File: src/sv/tss_fifo.sv
`timescale 1ns / 1ps
// ----------------------------------------------------------------------------
// tss_fifo
// Two-entry queue that decouples the classify front from the arithmetic back.
// ----------------------------------------------------------------------------
module tss_fifo #(
	parameter int W = 8
) (
	input  logic         clk,
	input  logic         arst_n,
	input  logic         push,
	input  logic [W-1:0] push_data,
	output logic         full,
	input  logic         pop,
	output logic [W-1:0] pop_data,
	output logic         not_empty
);

	logic [W-1:0] mem_q [2];
	logic         wr_ptr_q;
	logic         rd_ptr_q;
	logic [1:0]   cnt_q;

	always_ff @(posedge clk or negedge arst_n) begin
		if (!arst_n) begin
			wr_ptr_q <= 1'b0;
			rd_ptr_q <= 1'b0;
			cnt_q    <= 2'd0;
		end else begin
			if (push) wr_ptr_q <= ~wr_ptr_q;
			if (pop) rd_ptr_q <= ~rd_ptr_q;
			if (push && !pop) cnt_q <= cnt_q + 2'd1;
			else if (pop && !push) cnt_q <= cnt_q - 2'd1;
		end
	end

	always_ff @(posedge clk) begin
		if (push) mem_q[wr_ptr_q] <= push_data;
	end

	assign full      = cnt_q == 2'd2;
	assign not_empty = cnt_q != 2'd0;
	assign pop_data  = mem_q[rd_ptr_q];

endmodule

File: config.mk
export PLATFORM = sky130hd
export DESIGN_NAME = tss_fifo
export DESIGN_NICKNAME = d
export VERILOG_FILES = /design/src/sv/tss_fifo.sv
export SDC_FILE = /design/constraint.sdc
export NUM_CORES = 1
export LEC_CHECK = 0
export BUFFER_PORTS_ARGS = -buffer_cell sky130_fd_sc_hd__buf_2
export CORE_ASPECT_RATIO = 1.75
export CORE_MARGIN = 2
export CORE_UTILIZATION = 30
export CTS_CLUSTER_DIAMETER = 100
export DETAILED_ROUTE_END_ITERATION = 10
export HOLD_SLACK_MARGIN = 0.05
export MAX_ROUTING_LAYER = met4
export PLACE_DENSITY = 0.59
export SLEW_MARGIN = 20
export SYNTH_ARGS = -nofsm -noshare
export SYNTH_HDL_FRONTEND = slang
export SYNTH_SLANG_ARGS = --single-unit
File: constraint.sdc
create_clock -name clk -period 1.95 [get_ports clk]
set_input_delay 0.39 -clock clk [delete_from_list [all_inputs] [get_ports clk]]
set_output_delay 0.39 -clock clk [all_outputs]
set_load 0.005 [all_outputs]
==> metrics.txt <==
# TYPE chip_impl_metric gauge
chip_impl_metric{name="groute.usage.overall",unit="%"} 8.60
chip_impl_metric{name="num_antenna_cells",unit=""} 0
chip_impl_metric{name="clock-skew-final",unit="ns"} 0.00306
chip_impl_metric{name="drv.max_cap_violation_count",unit=""} 0
chip_impl_metric{name="power_density",unit="nW/um^2"} 1310
chip_impl_metric{name="critical_path_required",unit="ns"} 1.56
chip_impl_metric{name="chipHeight",unit="um"} 72.5
chip_impl_metric{name="place_area",unit="um^2"} 937
chip_impl_metric{name="yosys_warnings",unit=""} 0
chip_impl_metric{name="clkSlewWorstSetupHoldPaths",unit="ns"} 0.06
chip_impl_metric{name="grt_start_max_net_pins",unit=""} 12
chip_impl_metric{name="worst-slew-pin-transition",unit="ns"} 0.487
chip_impl_info{name="hp-class",value="input port to flop"} 1
chip_impl_metric{name="placementRows",unit=""} 24
chip_impl_metric{name="antenna_found_initial",unit=""} 0
chip_impl_metric{name="synth_edf_count",unit=""} 16
chip_impl_metric{name="postSynthRegisterBits",unit=""} 20
chip_impl_metric{name="worst_r2r_path_depth",unit=""} 1
chip_impl_metric{name="synth.yosys.seq_area_share",unit="%"} 72.3
chip_impl_metric{name="design_area",unit="um^2"} 992
chip_impl_metric{name="worstSetupPathDepth",unit=""} 2
chip_impl_metric{name="pin_count",unit=""} 22
chip_impl_metric{name="cp.buffers_inverters",unit=""} 1
chip_impl_metric{name="postCtsResizedCells",unit=""} 0
chip_impl_metric{name="timing.final.crit_period",unit="ns"} 1.75
chip_impl_metric{name="drt-initial-drc-count",unit=""} 15
chip_impl_info{name="critPathLaunchType",value="flop"} 1
chip_impl_metric{name="timing.final.crit_share",unit="%"} 89.6
chip_impl_metric{name="chip_width",unit="um"} 43.1
chip_impl_info{name="cts_tree",value="done"} 1
chip_impl_metric{name="postSynthNetCount",unit=""} 54
chip_impl_metric{name="ctsLongestPathBuffers",unit=""} 2
chip_impl_metric{name="critPathMaxStageDelay",unit="ns"} 0.65
chip_impl_metric{name="postSynthAreaPerCell",unit="um^2"} 19.6
chip_impl_metric{name="timing.setup.tns",unit="ns"} 0
chip_impl_metric{name="clock-sinks",unit=""} 20
chip_impl_metric{name="first_global_vias",unit=""} 433
chip_impl_metric{name="die_area",unit="um^2"} 3120
chip_impl_metric{name="synth.lib_cells_used.distinct",unit=""} 13
chip_impl_metric{name="setup_violations",unit=""} 0
chip_impl_metric{name="final-hold-violation-count",unit=""} 0
chip_impl_metric{name="htree_levels",unit=""} 1
chip_impl_info{name="synthFlopType",value="edfxtp_1"} 1
chip_impl_info{name="netlist_top_cells_count",value="16 x edfxtp_1, 8 x mux2_4, 4 x dfrtp_1, 4 x xor2_1"} 1
chip_impl_metric{name="flow.area_growth_from_synthesis",unit="%"} 23.5
chip_impl_info{name="cts_root_buf",value="clkbuf_8"} 1
chip_impl_info{name="post-synth-top-area-cell",value="edfxtp_1"} 1
chip_impl_info{name="nature_of_the_critical_path_endpoint",value="primary output"} 1
chip_impl_info{name="synth_top_cells_by_area",value="edfxtp_1 60%, mux2_4 15%, dfrtp_1 12%"} 1
chip_impl_metric{name="count_of_nets_left_with_antenna_violations_after_detail_routing",unit=""} 0
chip_impl_metric{name="detail_route.drc_violations",unit=""} 0
chip_impl_metric{name="total_congestion_overflow",unit=""} 0
chip_impl_metric{name="timing.hold.worst_path_depth",unit=""} 1
chip_impl_metric{name="wl",unit="um"} 1070
chip_impl_metric{name="post-synth-top-area-fraction",unit="%"} 59.8
chip_impl_metric{name="place.gp.congestion",unit=""} 0.615
chip_impl_metric{name="via_per_inst",unit=""} 4.39
chip_impl_metric{name="drt_pre_antenna_iters",unit=""} 4
chip_impl_info{name="rsz_0062_raised_after_global_routing",value="false"} 1
chip_impl_info{name="worst_path_max_delay_cell",value="dfrtp_1"} 1
chip_impl_info{name="worstSetupPathType",value="flop to primary output"} 1
chip_impl_info{name="status",value="finished, final reports clean"} 1
chip_impl_metric{name="vdd.ir_drop.worst",unit="mV"} 0.599
chip_impl_metric{name="slew_violations",unit=""} 0
chip_impl_metric{name="post_drt_wl_per_cell",unit="um"} 11.5
chip_impl_metric{name="worst_skew_pair.late_latency",unit="ns"} 0.25
chip_impl_metric{name="cts_buffers",unit=""} 3
chip_impl_metric{name="num-nets-final",unit=""} 81
chip_impl_info{name="yosysMostFrequentCell",value="edfxtp_1"} 1
chip_impl_info{name="cp_cell_sequence",value="mux2_4, buf_2"} 1
chip_impl_metric{name="reported_leakage_power",unit="nW"} 0.425
chip_impl_metric{name="placeableCoreArea",unit="um^2"} 2520
chip_impl_metric{name="portBuffers",unit=""} 21
chip_impl_metric{name="grt_pass1_wl",unit="um"} 1860
chip_impl_metric{name="worst_ep_arrival_time",unit="ns"} 1.36
chip_impl_metric{name="max-slew-margin-rel",unit="%"} 67.5
chip_impl_metric{name="drive_above_1_share",unit="%"} 50.7
chip_impl_metric{name="dr_total_vias",unit=""} 408
chip_impl_info{name="critPathTopFamily",value="flip-flops"} 1
chip_impl_metric{name="postSynth.asyncResetShare",unit="%"} 20.0
chip_impl_metric{name="worst-path-max-fanout",unit=""} 9
chip_impl_metric{name="floorplan.initialDensity",unit="%"} 31.8
chip_impl_metric{name="syn-instance-count",unit=""} 41
chip_impl_metric{name="netlist_area",unit="um^2"} 803
chip_impl_metric{name="max_freq",unit="MHz"} 572
-- report_power, final --
part	switching, mW	internal (mW)	leakage (nW)
Clock	0.116	0.145	0.0228
Combinational	0.125	0.240	0.205
Sequential	0.0903	0.581	0.197
-- flip-flops by register name, indices dropped and copies added (netlist names) --
name / cells
wr_ptr_q: 1
mem_q: 16
cnt_q: 2
rd_ptr_q: 1
-- cells in the final DEF (no fill, tap or decap) --
cell type,instances
buf_2,21
edfxtp_1,16
mux2_4,8
xor2_1,4
dfrtp_1,4
clkbuf_8,3
inv_1,1
and2b_2,1
or2_1,1
and2_1,1
nor2b_1,1
xnor2_1,1
nor2_1,1
ha_1,1
clkbuf_1,1
dlygate4sd3_1,1
buf_4,1
-- layer usage --
metal	vias to the layer above	global-route usage (%)	routed length [um]
li1	197	-	-
met4	0	8.08	51
met5	-	-	0
met2	17	14.6	602
met3	5	1.99	74
met1	189	7.29	339
-- metrics by stage --
| stage | total power [mW] | hold WS [ns] | setup WS, ns | utilization, % | std cells |
|---|---|---|---|---|---|
| floorplan | 0.928 | 0.0944 | 0.767 | - | 41 |
| global placement | 1.04 | 0.202 | 0.455 | 37.2 | 88 |
| detailed placement | 1.06 | 0.210 | 0.450 | 37.2 | 88 |
| CTS | 1.32 | 0.320 | 0.173 | 39.3 | 93 |
| global route | 1.39 | 0.316 | 0.120 | 39.3 | 93 |
| finish | 1.30 | 0.326 | 0.202 | 39.3 | 93 |
-- final cells by class --
| type | instances | area, um^2 |
|---|---|---|
| Clock buffer | 4 | 45.0 |
| Tap cell | 26 | 32.5 |
| Sequential cell | 20 | 581 |
| Timing Repair Buffer | 23 | 123 |
| Multi-Input combinational cell | 19 | 208 |
| Fill cell | 260 | 1530 |
| Inverter | 1 | 3.75 |
-- cell families after synthesis --
family / count (synthesis) / share of synthesized area (%)
muxes: 8 / 15.0
buffers and inverters: 2 / 1.87
adders and majority gates: 1 / 1.56
xor gates and xnor gates: 5 / 5.45
DFF: 20 / 72.3
and+or+nand+nor: 5 / 3.90
-- final timing paths --
| path | startpoint | endpoint | slack, ns |
|---|---|---|---|
| worst max-delay path | rd_ptr_q | pop_data[7] | 0.20 |
| worst min-delay path | push_data[1] | mem_q[0][1] | 0.33 |
| worst max register to register | wr_ptr_q | mem_q[1][4] | 0.88 |
| worst min register to register | wr_ptr_q | wr_ptr_q | 0.48 |
| max in group asynchronous | arst_n | rd_ptr_q | 1.35 |
| min in group asynchronous | arst_n | wr_ptr_q | 0.47 |
-- timing repair --
item                      CTS  global route
hold endpoints to repair    4             0
buffers inserted            0             0
hold buffers                1             0
(Power assumes the default switching activity.)
