==> config.mk <==
export PLATFORM = sky130hd
export DESIGN_NAME = tss_back
export DESIGN_NICKNAME = d
export VERILOG_FILES = /design/src/sv/tss_pkg.sv /design/src/sv/tss_back.sv
export SDC_FILE = /design/constraint.sdc
export NUM_CORES = 2
export LEC_CHECK = 0
export BUFFER_PORTS_ARGS = -buffer_cell sky130_fd_sc_hd__buf_2
export CAP_MARGIN = 10
export CELL_PAD_IN_SITES_DETAIL_PLACEMENT = 0
export CELL_PAD_IN_SITES_GLOBAL_PLACEMENT = 1
export CORE_MARGIN = 3
export CORE_UTILIZATION = 50
export CTS_CLUSTER_DIAMETER = 80
export DETAILED_ROUTE_END_ITERATION = 8
export GPL_TIMING_DRIVEN = 0
export MAX_ROUTING_LAYER = met4
export PLACE_DENSITY_LB_ADDON = 0.1
export SLEW_MARGIN = 5
export SYNTH_ARGS = -nofsm -noshare
export SYNTH_HDL_FRONTEND = slang
export SYNTH_SLANG_ARGS = --single-unit
==> constraint.sdc <==
create_clock -name clk -period 40.2 [get_ports clk]
set_clock_uncertainty 0.2 [all_clocks]
set_input_delay 4.02 -clock clk [delete_from_list [all_inputs] [get_ports clk]]
set_output_delay 4.02 -clock clk [all_outputs]
set_load 0.005 [all_outputs]
==> src/sv/tss_pkg.sv <==
`timescale 1ns / 1ps
// ----------------------------------------------------------------------------
// tss_pkg
// Shared types and fixed field widths of the tick stream statistics block.
// ----------------------------------------------------------------------------
package tss_pkg;

	localparam int SEQ_BITS   = 64;
	localparam int TIME_BITS  = 64;
	localparam int QTY_BITS   = 40;
	localparam int QTY_HALF   = 20;
	localparam int LAT_BITS   = 63;
	localparam int RET_BITS   = 48;
	localparam int FRAC_BITS  = 32;
	localparam int INST_BITS  = 10;
	localparam int COUNT_BITS = 11;
	localparam int SUM_BITS   = 64;
	localparam int MUL_STEPS  = 4;

	localparam logic [COUNT_BITS-1:0] COUNT_MAX = '1;
	localparam logic [LAT_BITS-1:0]   LAT_MAX   = '1;
	localparam logic [SUM_BITS-1:0]   RET_MAX   = {{(SUM_BITS-RET_BITS){1'b0}}, {RET_BITS{1'b1}}};

	typedef enum logic {
		F_IDLE,
		F_LOOK
	} front_state_t;

	typedef enum logic [1:0] {
		B_IDLE,
		B_RUN,
		B_ACC
	} back_state_t;

	typedef struct packed {
		logic clearing;
		logic push;
	} front_stat_t;

endpackage

==> src/sv/tss_back.sv <==
`timescale 1ns / 1ps
// ----------------------------------------------------------------------------
// tss_back
// Multi-cycle notional product, bit-serial return divider and running totals.
// ----------------------------------------------------------------------------
module tss_back import tss_pkg::*; #(
	parameter int PB = 48
) (
	input  logic                  clk,
	input  logic                  arst_n,
	input  logic                  rec_valid,
	output logic                  pop,
	input  logic [SEQ_BITS-1:0]   r_seq,
	input  logic [LAT_BITS-1:0]   r_lat,
	input  logic [QTY_BITS-1:0]   r_qty,
	input  logic [PB-1:0]         r_price,
	input  logic [PB-1:0]         r_mid,
	input  logic [PB:0]           r_spread,
	input  logic                  r_new_slot,
	input  logic                  r_has_ret,
	input  logic [PB-1:0]         r_diff,
	input  logic [PB-1:0]         r_last,
	output logic                  m_valid,
	input  logic                  m_ready,
	output logic [SUM_BITS-1:0]   ticks,
	output logic [SUM_BITS-1:0]   errors,
	output logic [COUNT_BITS-1:0] count,
	output logic [SUM_BITS-1:0]   qty_sum,
	output logic [SUM_BITS-1:0]   notional_sum,
	output logic [SUM_BITS-1:0]   spread_sum,
	output logic [SUM_BITS-1:0]   mid_sum,
	output logic [SUM_BITS-1:0]   ret_sum,
	output logic [LAT_BITS-1:0]   lat_max
);

	localparam int PL  = (PB + 1) / 2;
	localparam int PW  = PB + QTY_BITS;
	localparam int DW  = PB + FRAC_BITS;
	localparam int CW  = $clog2(DW + 1);

	back_state_t state_q, state_d;

	logic [SEQ_BITS-1:0] seq_q;
	logic [LAT_BITS-1:0] lat_q;
	logic [QTY_BITS-1:0] qty_q;
	logic [PB-1:0]       price_q, mid_q, last_q;
	logic [PB:0]         spread_q;
	logic                new_slot_q;

	logic [2:0]          mstep_q;
	logic [PL+QTY_HALF-1:0] prod_q;
	logic [6:0]          shift_q;
	logic [PW-1:0]       acc_q;

	logic [CW-1:0]       dcnt_q;
	logic [PB:0]         rem_q;
	logic [DW-1:0]       quo_q;

	logic [SEQ_BITS-1:0] next_q;
	logic                known_q;
	logic                m_valid_q;

	logic                update;
	logic [PL-1:0]       mul_a;
	logic [QTY_HALF-1:0] mul_b;
	logic [PB:0]         trial;
	logic                ge;
	logic                run_done;
	logic [SUM_BITS-1:0] notional_term, ret_term;
	logic [SUM_BITS:0]   qty_add, not_add, mid_add, ret_add;
	logic [SUM_BITS+1:0] sp_add;

	always_ff @(posedge clk or negedge arst_n) begin
		if (!arst_n) state_q <= B_IDLE;
		else state_q <= state_d;
	end

	assign run_done = (mstep_q == 3'(MUL_STEPS + 1)) && (dcnt_q == CW'(DW));
	assign update   = (state_q == B_ACC) && (!m_valid_q || m_ready);

	always_comb begin
		state_d = state_q;
		pop     = 1'b0;
		case (state_q)
			B_IDLE: begin
				pop = rec_valid;
				if (rec_valid) state_d = B_RUN;
			end
			B_RUN:   if (run_done) state_d = B_ACC;
			B_ACC:   if (update) state_d = B_IDLE;
			default: state_d = B_IDLE;
		endcase
	end

	// Partial products: price halves times quantity halves, one a cycle.
	assign mul_a = mstep_q[0] ? PL'(price_q[PB-1:PL]) : price_q[PL-1:0];
	assign mul_b = mstep_q[1] ? qty_q[QTY_BITS-1:QTY_HALF] : qty_q[QTY_HALF-1:0];

	// Restoring division of (diff << 32) by the last price, one bit a cycle.
	assign trial = {rem_q[PB-1:0], quo_q[DW-1]};
	assign ge    = trial >= {1'b0, last_q};

	always_ff @(posedge clk) begin
		if (pop) begin
			seq_q      <= r_seq;
			lat_q      <= r_lat;
			qty_q      <= r_qty;
			price_q    <= r_price;
			mid_q      <= r_mid;
			spread_q   <= r_spread;
			new_slot_q <= r_new_slot;
			last_q     <= r_last;
			mstep_q    <= '0;
			acc_q      <= '0;
			rem_q      <= '0;
			// Without a return term the quotient stays zero and adds nothing.
			quo_q      <= r_has_ret ? {r_diff, {FRAC_BITS{1'b0}}} : '0;
			dcnt_q     <= r_has_ret ? '0 : CW'(DW);
		end else if (state_q == B_RUN) begin
			if (mstep_q != 3'(MUL_STEPS + 1)) mstep_q <= mstep_q + 3'd1;
			if (mstep_q < 3'(MUL_STEPS)) begin
				prod_q  <= mul_a * mul_b;
				shift_q <= 7'((mstep_q[0] ? PL : 0) + (mstep_q[1] ? QTY_HALF : 0));
			end
			if (mstep_q != 3'd0 && mstep_q != 3'(MUL_STEPS + 1))
				acc_q <= acc_q + (PW'(prod_q) << shift_q);
			if (dcnt_q != CW'(DW)) begin
				rem_q  <= ge ? trial - {1'b0, last_q} : trial;
				quo_q  <= {quo_q[DW-2:0], ge};
				dcnt_q <= dcnt_q + 1'b1;
			end
		end
	end

	assign notional_term = ((acc_q >> 80) != '0) ? '1 : SUM_BITS'(acc_q >> 16);
	assign ret_term      = ((quo_q >> RET_BITS) != '0) ? RET_MAX : SUM_BITS'(quo_q);
	assign qty_add = {1'b0, qty_sum} + (SUM_BITS+1)'(qty_q);
	assign not_add = {1'b0, notional_sum} + {1'b0, notional_term};
	assign mid_add = {1'b0, mid_sum} + (SUM_BITS+1)'(mid_q);
	assign ret_add = {1'b0, ret_sum} + {1'b0, ret_term};
	assign sp_add  = {{2{spread_sum[SUM_BITS-1]}}, spread_sum}
	               + (SUM_BITS+2)'($signed(spread_q));

	always_ff @(posedge clk or negedge arst_n) begin
		if (!arst_n) begin
			ticks        <= '0;
			errors       <= '0;
			count        <= '0;
			qty_sum      <= '0;
			notional_sum <= '0;
			spread_sum   <= '0;
			mid_sum      <= '0;
			ret_sum      <= '0;
			lat_max      <= '0;
			next_q       <= '0;
			known_q      <= 1'b0;
			m_valid_q    <= 1'b0;
		end else begin
			if (update) begin
				m_valid_q <= 1'b1;
				ticks     <= ticks + 1'b1;
				if (known_q && seq_q != next_q) errors <= errors + 1'b1;
				next_q  <= seq_q + 1'b1;
				known_q <= 1'b1;
				if (new_slot_q && count != COUNT_MAX) count <= count + 1'b1;
				qty_sum      <= qty_add[SUM_BITS] ? '1 : qty_add[SUM_BITS-1:0];
				notional_sum <= not_add[SUM_BITS] ? '1 : not_add[SUM_BITS-1:0];
				mid_sum      <= mid_add[SUM_BITS] ? '1 : mid_add[SUM_BITS-1:0];
				ret_sum      <= ret_add[SUM_BITS] ? '1 : ret_add[SUM_BITS-1:0];
				if (sp_add[SUM_BITS+1:SUM_BITS-1] == 3'b000
				    || sp_add[SUM_BITS+1:SUM_BITS-1] == 3'b111)
					spread_sum <= sp_add[SUM_BITS-1:0];
				else
					spread_sum <= sp_add[SUM_BITS+1] ? {1'b1, {(SUM_BITS-1){1'b0}}}
					                                 : {1'b0, {(SUM_BITS-1){1'b1}}};
				if (lat_q > lat_max) lat_max <= lat_q;
			end else if (m_ready) begin
				m_valid_q <= 1'b0;
			end
		end
	end

	assign m_valid = m_valid_q;

endmodule

==> metrics <==
status finished, final reports clean; final setup vio count 0; max_slew headroom 0.0907; Area growth, synth to finish 15.0%; WP data arrival between 8 and 9 ns; Main synth FF type dfrtp_1; Core Box Area roughly 180,000 um2; kind of end point of the critical path output pin; Setup TNS 0 ns; final hold violation count 0; Reg-to-Reg Start mstep_q[0]$_SDFFE_PP0P_; clock sink count 1,225; CTS tree built; vias in the first global route 73,800; PortBufs 936; initial DRC count 6,177; FP Rows around 150; Worst Tran Pin Value approximately 1.3 ns; Post-Syn Area 88,800 um2; Post-CTS Hold Buffers 0; RSZ-0062 raised after global routing no; Post-CTS Setup Bufs 0; Synth Warn # 0; GR Overflow Total 0; hold path depth 2; Final Cycle Share 0.312; crit path kind in2out; CP delay by family, top buffers and inverters; initial antenna violation count 57; cells after synthesis 9,473; cell mode on critical path clkbuf_1; DR vias 75,700; min Tclk post-route 12.56 ns; top-area cell type share of the netlist area 0.168; ANT nets after route 0; R2R setup slack 28.85 ns; Post-synth EDFFs 496; post-synth cell types a little under 90; Yosys top cell by area edfxtp_1; share of layout cells above drive strength 1 0.136; Root Driver clkbuf_16; nature of the critical path startpoint primary input; global-route wire length before repair 462 mm; Worst path slowest cell clkinv_1; clock tree buffer depth 3; Detailed Routing Iterations Pass 1 9; WP buf/inv 9; top cells by area, synth edfxtp_1, dfrtp_1, ha_1, fa_1, nand2_1; Via density 5.78; dpl hpwl 250 mm; final WL 311 mm; register bit total from synthesis between 1,000 and 1,500; Die X around 430 um; RR Endpoint prod_q[42]$_DFFE_PP_; cts bufs inserted 147; Ports 938; sink of the worst hold path acc_q[13]$_SDFFE_PP0P_; Total GRT Usage 0.343; Final Net Count 12,100; H-tree levels 4; Post-CTS Resized 0; routability cong. about 0.98; Die Area around 180,000 um2; R2R depth 31; starting density of the core 0.504; Pins Over Slew Limit 0; Post-synth ARST share 0.482; worst min path class reg2reg; Worst Path Required 35.98 ns; worst hold path startpoint acc_q[13]$_SDFFE_PP0P_; clk_lat worst skew 0.82 ns; CTS clk-pin slew, worst paths about 0.06 ns; Mapped Avg Cell Area 9.38 um2; Max FO, Critical Path 35; DR WL/cell roughly 24 um; pin count of the biggest net entering global routing roughly 120; Max Clk Rate roughly 80 MHz; critical path cell sequence buf_2, nand2b_1, or2_2, clkbuf_1, clkbuf_1, clkinv_1, clkbuf_1, clkbuf_4, buf_12, buf_12, buf_2; max cap viols 0; Die H between 400 and 500 um; crit-path max cell delay 0.70 ns; register area share after synthesis 0.365; Remaining DRCs 0
## kinds of logic after synthesis
family | synth area share
other | 0.0000422
DFF | 0.365
AOI/OAI and AO/OA | 0.157
xor gates and xnor gates | 0.0683
buffers and inverters | 0.0465
muxes | 0.0317
adders and majority gates | 0.180
and+or+nand+nor | 0.151
## worst max path at each step
stage | from | endpoint | slack [ns] | cells past startpoint
6_report | rec_valid | pop | 27.64 | 11
5_1_grt | rec_valid | pop | 27.58 | 11
4_1_cts | rec_valid | pop | 27.68 | 11
3_5_place_dp | rec_valid | pop | 27.69 | 11
3_3_place_gp | rec_valid | pop | 12.67 | 9
2_1_floorplan | rec_valid | pop | 20.97 | 7
## cells in the mapped netlist (all sizes together), types with 18 or more instances
master and n:
edfxtp 496, o21a 73, buf 35, o22ai 19, a21oi 731, a21boi 20
inv 692, fa 399, o22a 83, nand2b 67, or3 76, and4 26
nor3 71, o21ai 469, nor2b 69, ha 641, clkbuf 367, xnor2 462
mux2 122, a31oi 131, dfrtp 590, o31ai 24, a22o 21, nor4 29
a211oi 36, nor2 818, nand4 161, mux2i 110, nand3 213, dfxtp 139
o211ai 18, o21bai 77, and3 125, nand2 1086, and2 82, a21o 352
or2 83, xor2 231
## final cells by class
class | instances | area [um2]
inverters | 695 | 2610
repair buffers | 961 | 5180
multi-input cells | 7166 | 52400
well taps | 2340 | 2930
fillers | 16000 | 74200
diodes | 48 | 120
plain buffers | 402 | 1530
flip-flops and latches | 1225 | 32400
clock inverters | 88 | 1010
clock buffers | 183 | 3940
## sequential cells by signal (all words and copies together) (netlist names), 4 cells and up
register      flops
acc_q            88
count            11
dcnt_q            7
errors           64
last_q           48
lat_max          63
lat_q            63
mid_q            48
mid_sum          64
next_q           64
notional_sum     64
price_q          48
prod_q           44
qty_q            40
qty_sum          64
quo_q            80
rem_q            48
ret_sum          64
seq_q            64
shift_q           4
spread_q         49
spread_sum       64
ticks            64
## layer usage
metal / GRT usage / wire [um] / up-vias / part of all wire
met5: - / 0 / - / 0
met4: 0.182 / 19800 / 0 / 0.064
met3: 0.0589 / 21300 / 657 / 0.069
met2: 0.523 / 140000 / 2647 / 0.45
met1: 0.439 / 130000 / 37000 / 0.42
li1: - / - / 35400 / -
## metrics by stage
| stage | cells | instance area, um2 | setup slack (ns) | hold slack [ns] | util |
|---|---|---|---|---|---|
| floorplan | 9488 | 88900 | 20.97 | 0.225 | - |
| global placement | 12800 | 96500 | 12.67 | 0.242 | 0.547 |
| detailed placement | 12800 | 97100 | 27.69 | 0.248 | 0.550 |
| CTS | 13100 | 102000 | 27.68 | 0.257 | 0.579 |
| global route | 13100 | 102000 | 27.58 | 0.270 | 0.579 |
| finish | 13100 | 102000 | 27.64 | 0.258 | 0.579 |
## placed cells by master, fill, tap and decap left out, types with 21 or more instances in the layout
cell type,n
o21a_1,73
a31oi_1,131
xnor2_1,462
and4_1,26
nor3_1,69
o31ai_1,23
buf_1,23
dfrtp_1,590
buf_2,946
diode_2,48
fa_1,399
nor2b_1,69
nand4_1,161
xor2_1,231
a211oi_1,36
o22a_1,83
edfxtp_1,496
inv_1,691
and3_1,125
nand3_1,213
nand2_1,1086
mux2i_1,106
nor2_1,817
clkbuf_16,148
nand2b_1,67
clkbuf_1,389
o21bai_1,77
a22o_1,21
nor4_1,28
or2_2,83
dfxtp_1,139
mux2_2,118
and2_1,80
or3_1,76
o21ai_0,462
ha_1,641
a21o_1,350
a21oi_1,726
## tightest hold or removal path, stage by stage (launching register included)
cell	delay, ns
dfxtp_1	0.31
nand2_1	0.05
a21oi_1	0.05
Power is not shown: default switching activity piles up to over one toggle a cycle in this logic, so the estimate is an artifact.
